### src/hdl/utcc_pkg.sv
// ----------------------------------------------------------------------------
// utcc_pkg: shared constants, types and helpers for the Unix time converter
// Holds the epoch limits, the per-stage payload struct and the
// constant-divisor helpers (reciprocal multiply) used by the pipeline.
// ----------------------------------------------------------------------------
package utcc_pkg;

  // Number of pipeline stages from request capture to result register
  localparam int unsigned NumStages = 8;

  localparam logic [31:0] Epoch2000  = 32'd946684800;
  localparam logic [31:0] Epoch2100  = 32'd4102444800;
  localparam logic [31:0] SecsPerDay = 32'd86400;

  // Calendar clamp limits
  localparam logic [3:0] MonthMax  = 4'd12;
  localparam logic [4:0] HourMax   = 5'd23;
  localparam logic [5:0] MinuteMax = 6'd60;
  localparam logic [5:0] SecondMax = 6'd60;

  // Reciprocals for the constant divisions
  localparam logic [25:0] Recip675  = 26'd50903316; // floor(2^35 / 675)
  localparam logic [15:0] Recip15   = 16'd34953;    // ceil(2^19 / 15)
  localparam logic [16:0] Recip7    = 17'd74899;    // ceil(2^19 / 7)
  localparam logic [15:0] Recip1461 = 16'd45934;    // ceil(2^26 / 1461)

  // Payload carried down the pipeline; each stage fills in more fields
  typedef struct packed {
    logic        func;
    logic        err;
    logic [31:0] secs;     // seconds in, or composed seconds
    logic [31:0] t;        // seconds since 2000-01-01
    logic [15:0] days;     // whole days since 2000-01-01
    logic [16:0] sod;      // second of day
    logic [10:0] mtot;     // minute of day
    logic [4:0]  cyc;      // four-year cycle number
    logic [10:0] r1461;    // day within the four-year cycle
    logic [8:0]  doy;      // day of year, from zero
    logic        leap;
    logic [15:0] dayplus;  // day count plus one (compose)
    logic [31:0] prod;     // dayplus times seconds per day (compose)
    logic [16:0] hms;      // seconds within the day (compose)
    logic [6:0]  yo;
    logic [3:0]  mo;
    logic [4:0]  dy;
    logic [4:0]  hr;
    logic [5:0]  mi;
    logic [5:0]  se;
    logic [2:0]  wd;
  } stage_t;

  // Days before the first of a month (1..12); zero for anything else
  function automatic logic [8:0] month_start(input logic [3:0] mo);
    logic [8:0] r;
    case (mo)
      4'd2:    r = 9'd31;
      4'd3:    r = 9'd59;
      4'd4:    r = 9'd90;
      4'd5:    r = 9'd120;
      4'd6:    r = 9'd151;
      4'd7:    r = 9'd181;
      4'd8:    r = 9'd212;
      4'd9:    r = 9'd243;
      4'd10:   r = 9'd273;
      4'd11:   r = 9'd304;
      4'd12:   r = 9'd334;
      default: r = 9'd0;
    endcase
    return r;
  endfunction

  // Estimate of x / 675, low by at most one
  function automatic logic [15:0] div675_est(input logic [24:0] x);
    logic [50:0] p;
    p = 51'(x) * 51'(Recip675);
    return p[50:35];
  endfunction

  // Exact x / 60 for x below 122880 (the quotient must fit in 11 bits)
  function automatic logic [10:0] div60(input logic [16:0] x);
    logic [30:0] p;
    p = 31'(x[16:2]) * 31'(Recip15);
    return p[29:19];
  endfunction

  // Exact y mod 7 for any 16-bit y
  function automatic logic [2:0] mod7(input logic [15:0] y);
    logic [32:0] p;
    logic [13:0] q;
    logic [15:0] r;
    p = 33'(y) * 33'(Recip7);
    q = p[32:19];
    r = y - {q[12:0], 3'b000} + {2'b00, q};
    return r[2:0];
  endfunction

  // Exact y / 1461 for y below 36525
  function automatic logic [4:0] div1461(input logic [15:0] y);
    logic [41:0] p;
    p = 42'(y) * 42'(Recip1461);
    return p[30:26];
  endfunction

endpackage

### src/hdl/unix_time_calendar_converter.sv
// ----------------------------------------------------------------------------
// unix_time_calendar_converter: Unix seconds to/from calendar, 2000 to 2099
// Splits a timestamp into date, time and weekday, or composes calendar fields,
// month and time clamped, into seconds and weekday, in an eight-stage pipeline.
// ----------------------------------------------------------------------------
//  channel   | signals                          | handshake
//  ----------+----------------------------------+-------------------------------
//  request   | func_i, seconds_in_i, *_in_i     | taken when start && !busy
//  result    | seconds_out_o .. range_error_o   | valid one cycle with done_o
//
//  One request per cycle; the result passes through the eight register stages
//  (range check and clamp, a reciprocal-multiply day estimate and its
//  correction, then minute, weekday, year, month and day steps) and is
//  on the ports while done_o is high.
//  busy stays low: every stage advances each cycle and nothing backs up.
//  Reset clears the stage valid bits only; payload registers are not reset.
// ----------------------------------------------------------------------------
module unix_time_calendar_converter (
  input  logic        clk_i,
  input  logic        rst_ni,
  input  logic        start,
  output logic        busy,
  input  logic        func_i,
  input  logic [31:0] seconds_in_i,
  input  logic [6:0]  year_offset_in_i,
  input  logic [3:0]  month_in_i,
  input  logic [4:0]  day_in_i,
  input  logic [4:0]  hour_in_i,
  input  logic [5:0]  minute_in_i,
  input  logic [5:0]  second_in_i,
  output logic        done_o,
  output logic [31:0] seconds_out_o,
  output logic [6:0]  year_offset_out_o,
  output logic [3:0]  month_out_o,
  output logic [4:0]  day_out_o,
  output logic [4:0]  hour_out_o,
  output logic [5:0]  minute_out_o,
  output logic [5:0]  second_out_o,
  output logic [2:0]  weekday_o,
  output logic        range_error_o
);

  localparam int unsigned NS = utcc_pkg::NumStages;

  logic            accept;
  logic [NS:1]     vld_q;
  utcc_pkg::stage_t s1_d, s2_d, s3_d, s4_d, s5_d, s6_d, s7_d, s8_d;
  utcc_pkg::stage_t s1_q, s2_q, s3_q, s4_q, s5_q, s6_q, s7_q, s8_q;

  // The pipeline never stalls
  assign busy   = 1'b0;
  assign accept = start && !busy;

  // Stage 1: clamp calendar fields, check range, offset to 2000
  always_comb begin
    s1_d         = '0;
    s1_d.func    = func_i;
    s1_d.secs    = seconds_in_i;
    s1_d.err     = !func_i && ((seconds_in_i < utcc_pkg::Epoch2000) ||
                               (seconds_in_i >= utcc_pkg::Epoch2100));
    s1_d.t       = seconds_in_i - utcc_pkg::Epoch2000;
    s1_d.yo      = year_offset_in_i;
    s1_d.mo      = (month_in_i > utcc_pkg::MonthMax) ? utcc_pkg::MonthMax : month_in_i;
    s1_d.dy      = day_in_i;
    s1_d.hr      = (hour_in_i > utcc_pkg::HourMax) ? utcc_pkg::HourMax : hour_in_i;
    s1_d.mi      = (minute_in_i > utcc_pkg::MinuteMax) ? utcc_pkg::MinuteMax : minute_in_i;
    s1_d.se      = (second_in_i > utcc_pkg::SecondMax) ? utcc_pkg::SecondMax : second_in_i;
  end

  // Stage 2: estimate days, build composed day count
  always_comb begin
    logic [7:0] yq;
    s2_d         = s1_q;
    yq           = (8'(s1_q.yo) + 8'd3) >> 2;
    s2_d.days    = utcc_pkg::div675_est(s1_q.t[31:7]);
    s2_d.dayplus = 16'(s1_q.dy) + 16'(utcc_pkg::month_start(s1_q.mo))
                 + 16'((s1_q.mo > 4'd2) && (s1_q.yo[1:0] == 2'b00))
                 + 16'(s1_q.yo) * 16'd365 + 16'(yq);
  end

  // Stage 3: correct day estimate, form second of day; compose products
  always_comb begin
    logic [24:0] rem;
    s3_d      = s2_q;
    rem       = s2_q.t[31:7] - 25'(s2_q.days) * 25'd675;
    if (rem >= 25'd675) begin
      s3_d.days = s2_q.days + 16'd1;
      rem       = rem - 25'd675;
    end
    s3_d.sod  = {rem[9:0], s2_q.t[6:0]};
    s3_d.prod = 32'(s2_q.dayplus) * utcc_pkg::SecsPerDay;
    s3_d.hms  = 17'(s2_q.hr) * 17'd3600 + 17'(s2_q.mi) * 17'd60 + 17'(s2_q.se);
  end

  // Stage 4: minute of day, cycle number, weekday; composed seconds
  always_comb begin
    s4_d      = s3_q;
    s4_d.mtot = utcc_pkg::div60(s3_q.sod);
    s4_d.cyc  = utcc_pkg::div1461(s3_q.days);
    if (s3_q.func) begin
      s4_d.secs = (utcc_pkg::Epoch2000 - utcc_pkg::SecsPerDay) + s3_q.prod
                + 32'(s3_q.hms);
      s4_d.wd   = utcc_pkg::mod7(s3_q.dayplus + 16'd5);
    end else begin
      s4_d.wd   = utcc_pkg::mod7(s3_q.days + 16'd6);
    end
  end

  // Stage 5: seconds and hours, day within the four-year cycle
  always_comb begin
    s5_d       = s4_q;
    s5_d.r1461 = 11'(s4_q.days - 16'(s4_q.cyc) * 16'd1461);
    if (!s4_q.func) begin
      s5_d.se = 6'(s4_q.sod - 17'(s4_q.mtot) * 17'd60);
      s5_d.hr = 5'(utcc_pkg::div60(17'(s4_q.mtot)));
    end
  end

  // Stage 6: minutes, year within the cycle, day of year
  always_comb begin
    logic [1:0] yr;
    s6_d = s5_q;
    if (s5_q.r1461 >= 11'd1096) begin
      yr = 2'd3;
    end else if (s5_q.r1461 >= 11'd731) begin
      yr = 2'd2;
    end else if (s5_q.r1461 >= 11'd366) begin
      yr = 2'd1;
    end else begin
      yr = 2'd0;
    end
    s6_d.leap = (yr == 2'd0);
    s6_d.doy  = (yr == 2'd0) ? s5_q.r1461[8:0]
              : 9'(s5_q.r1461 - 11'd1 - 11'(yr) * 11'd365);
    if (!s5_q.func) begin
      s6_d.mi = 6'(s5_q.mtot - 11'(s5_q.hr) * 11'd60);
      s6_d.yo = {s5_q.cyc, yr};
    end
  end

  // Stage 7: month search against the start-of-month table
  always_comb begin
    logic [8:0] thr;
    logic [3:0] cnt;
    s7_d = s6_q;
    cnt  = 4'd1;
    for (int k = 2; k <= 12; k++) begin
      thr = utcc_pkg::month_start(4'(k)) + 9'(s6_q.leap && (k > 2));
      if (s6_q.doy >= thr) begin
        cnt = cnt + 4'd1;
      end
    end
    if (!s6_q.func) begin
      s7_d.mo = cnt;
    end
  end

  // Stage 8: day of month, zero the calendar on range error
  always_comb begin
    logic [8:0] mst;
    s8_d = s7_q;
    mst  = utcc_pkg::month_start(s7_q.mo) + 9'(s7_q.leap && (s7_q.mo > 4'd2));
    if (!s7_q.func) begin
      s8_d.dy = 5'(s7_q.doy - mst + 9'd1);
    end
    if (s7_q.err) begin
      s8_d.yo = '0;
      s8_d.mo = '0;
      s8_d.dy = '0;
      s8_d.hr = '0;
      s8_d.mi = '0;
      s8_d.se = '0;
      s8_d.wd = '0;
    end
  end

  // Advance the valid bits
  always_ff @(posedge clk_i or negedge rst_ni) begin
    if (!rst_ni) begin
      vld_q <= '0;
    end else begin
      vld_q <= {vld_q[NS-1:1], accept};
    end
  end

  // Advance the payload of occupied stages
  always_ff @(posedge clk_i) begin
    if (accept)   s1_q <= s1_d;
    if (vld_q[1]) s2_q <= s2_d;
    if (vld_q[2]) s3_q <= s3_d;
    if (vld_q[3]) s4_q <= s4_d;
    if (vld_q[4]) s5_q <= s5_d;
    if (vld_q[5]) s6_q <= s6_d;
    if (vld_q[6]) s7_q <= s7_d;
    if (vld_q[7]) s8_q <= s8_d;
  end

  // Drive the result
  assign done_o            = vld_q[NS];
  assign seconds_out_o     = s8_q.secs;
  assign year_offset_out_o = s8_q.yo;
  assign month_out_o       = s8_q.mo;
  assign day_out_o         = s8_q.dy;
  assign hour_out_o        = s8_q.hr;
  assign minute_out_o      = s8_q.mi;
  assign second_out_o      = s8_q.se;
  assign weekday_o         = s8_q.wd;
  assign range_error_o     = s8_q.err;

endmodule

### config.mk
export PLATFORM = sky130hd
export DESIGN_NAME = unix_time_calendar_converter
export DESIGN_NICKNAME = d
export VERILOG_FILES = /design/src/hdl/utcc_pkg.sv /design/src/hdl/unix_time_calendar_converter.sv
export SDC_FILE = /design/constraint.sdc
export NUM_CORES = 2
export LEC_CHECK = 0
export BUFFER_PORTS_ARGS = -buffer_cell sky130_fd_sc_hd__buf_2
export CORE_MARGIN = 2
export CORE_UTILIZATION = 48
export DETAILED_ROUTE_END_ITERATION = 7
export GPL_ROUTABILITY_DRIVEN = 0
export GPL_TIMING_DRIVEN = 0
export HOLD_SLACK_MARGIN = 0.03
export PLACE_DENSITY_LB_ADDON = 0.15
export SETUP_SLACK_MARGIN = 0.5
export SLEW_MARGIN = 20
export SYNTH_ARGS = -nofsm -noshare
export SYNTH_HDL_FRONTEND = slang
export SYNTH_SLANG_ARGS = --single-unit
### constraint.sdc
create_clock -name clk_i -period 12.17 [get_ports clk_i]
set_clock_uncertainty 0.1 [all_clocks]
set_input_delay 0 -clock clk_i [delete_from_list [all_inputs] [get_ports clk_i]]
set_output_delay 0 -clock clk_i [all_outputs]
set_load 0.01 [all_outputs]
==> run metrics <==
outcome=complete, no violations; RSZ-0062 raised after global routing=false; Syn-to-layout area delta=11.88%; layout cells sized above 1=6.981%; async set or reset register ratio after synthesis=0.9926%; Finish-stage setup viols=0; global-route wire length before repair=203100 microns; Initial DRT Pass Iterations=6; Die W=364.3 microns; Max Cap Viol=0; commonest non-fill, non-tap cell in the layout=inv_1; adder-cell share of the synthesized area=38.44%; Detail Route Antenna Nets=0; Routed WL=124900 microns; setup_tns=0 ns; Synth Cell Area=62320 sq um; # H-tree levels=3; Syn. warnings=0; worst-path maximum fanout=9; Worst EP required=12.47 ns; CP max-delay cell=edfxtp_1; Clock Latency Late Sink=0.70 ns; gr usage total=19.65%; Yosys reg bits=806; Yosys top cell by area=edfxtp_1; Vias=36.16k; die height=364.3 microns; Seq/Total Area, Yosys=38.55%; Setup Fix Bufs, Post-CTS=0; post-synthesis mux area share=1.144%; PostCTS Resize Cnt=0; DRC Markers=0; HP Class=in2reg; Relative slew margins=30.69%; fmax=0.1139 GHz; delay-heaviest family, CP=adder cells; Worst setup EP type=flop; largest cells by area after synthesis=edfxtp_1 38%, ha_1 22%, fa_1 17%; Initial DRC Count=1699; commonest cells after routing, fill and taps aside=1147 x inv_1, 1089 x ha_1, 784 x edfxtp_1; Synth Area per Inst=12.27 sq um; CTS Buffer Depth=3; global route total overflow=0; Synth Instances=5081; type of the worst setup path=reg2reg; average wire per standard cell=17.21 microns; DR vias/cell=4.981; Primary FF master, synth=edfxtp_1; Post-synth EDFFs=784; Starting Density=48.25%; crit share post-route=72.15%; CP Launch Type=flop; largest family of logic cells by synthesized area=adder cells; CP Buf/Inv Count=5; post-synth net total=6755; CTS tree=done; clock root buffer=clkbuf_16; antenna violations before repair=5; CP arrival=9.08 ns; die area=132700 sq um; CP peak stage delay=0.72 ns; Top cell by count, worst path=xnor2_1; simple-gate area share of the yosys netlist=4.652%; Port Buffers=138; post-layout min period=8.781 ns; placed cells=6973; Worst-Margin Slew=1.040 ns; Ports=140; Final Max Tran Viols=0; vias in the first global route=37.40k; Synth Area in XOR/XNOR=4.236%; final cell count without fillers=7259; TritonCTS buffer count=84; core area=129200 sq um; # nets final=7124; dpl hpwl=98250 microns; Yosys top cell area share=37.78%; post-synthesis compound-gate area fraction=5.726%; TritonCTS sink count=806; register clock-pin slew on the reported worst setup and hold paths=0.07 ns; Yosys cell types=95; Final Hold Fails=0; largest net degree at the start of global routing=58; row cnt=132
-- through the flow --
stage | utilization, % | worst slack [ns] | cell area [sq um] | hold WS, ns
detailed placement | 50.75 | 3.302 | 65550 | -0.2388
global placement | 50.47 | 3.366 | 65190 | -0.2421
CTS | 53.98 | 3.265 | 69720 | 0.04258
floorplan | - | 4.889 | 62320 | -0.3956
global route | 53.98 | 2.797 | 69720 | 0.06025
finish | 53.98 | 3.389 | 69720 | 0.09232
-- sequential cells by signal, indices dropped and copies added (netlist names), 4 cells and up, named ones only --
signal and cells:
s6_q 80, s2_q 124, month_out_o 4, second_out_o 6, s5_q 92, minute_out_o 6, year_offset_out_o 7, day_out_o 5
s3_q 148, s1_q 92, vld_q 8, s7_q 76, s4_q 103, seconds_out_o 32, hour_out_o 5
-- metal layers --
metal  vias up  GRT usage, %  part of all wire [%]
met1     17730         26.89                    46
li1      17850             -                     -
met4         6         4.505                   1.7
met5         -             0                 0.035
met3       129         2.074                   2.8
met2       436         33.70                    49
-- synthesized netlist by cell type (all sizes together) (8+ instances only) --
| cell type | instances |
|---|---|
| nor2b | 51 |
| o21ai | 114 |
| nand3 | 44 |
| o21bai | 46 |
| a31o | 10 |
| or2 | 15 |
| and3 | 24 |
| inv | 1149 |
| or3 | 14 |
| clkbuf | 30 |
| xor2 | 56 |
| a31oi | 20 |
| nand2b | 24 |
| fa | 516 |
| mux2i | 18 |
| o21a | 24 |
| a211oi | 20 |
| a21o | 55 |
| o211ai | 11 |
| a311oi | 10 |
| and2 | 21 |
| buf | 12 |
| a21boi | 13 |
| xnor2 | 231 |
| edfxtp | 784 |
| nand2 | 134 |
| ha | 1089 |
| dfrtp | 8 |
| nor3 | 44 |
| mux2 | 47 |
| o22ai | 9 |
| dfxtp | 14 |
| nor4 | 13 |
| a21oi | 145 |
| o31ai | 11 |
| nor2 | 145 |
| nand4 | 21 |
-- area by class of cell --
class                      instances  area, sq um
tap                             1742         2180
timing repair buffer             283         2351
multi-input combinational       3083        33780
antenna                            2        5.005
buffer                            42        200.2
clock inverter                    55        693.2
sequential                       806        24050
inverter                        1150         4317
clock buffer                      96         2147
fill                           11130        59430
-- repair_timing --
item / CTS / global route
setup endpoints to repair: 0 / 0
endpoints found under the hold margin: 202 / 0
hold buffers: 133 / 0
-- worst paths after layout --
kind	start	endpoint	slack, ns	cells after the start
max	s3_q[156]	s4_q[2]	3.39	30
min	seconds_in_i[31]	s1_q[234]	0.09	2
max reg2reg	s3_q[156]	s4_q[2]	3.39	30
min reg2reg	s3_q[16]	s4_q[16]	0.28	0
max in group asynchronous	rst_ni	vld_q[6]	11.37	3
min in group asynchronous	rst_ni	vld_q[2]	0.26	3
-- worst reg2reg max path, delay by kind of cell, from the launching register on --
family          cells  cell delay [ns]
fa+ha+maj           9             3.60
xor+xnor            6             1.41
compound gates      6             1.16
simple gates        4             0.99
flops               1             0.72
buf+inv             5             0.56
-- kinds of logic after synthesis --
kind of cell | count (synthesis)
AOI/OAI and AO/OA | 543
muxes | 65
adders and majority gates | 1605
xor gates and xnor gates | 289
DFF | 806
and+or+nand+nor | 580
other | 1
buffers and inverters | 1192
Power is not shown: default switching activity piles up to over one toggle a cycle in this logic, so the estimate is an artifact.
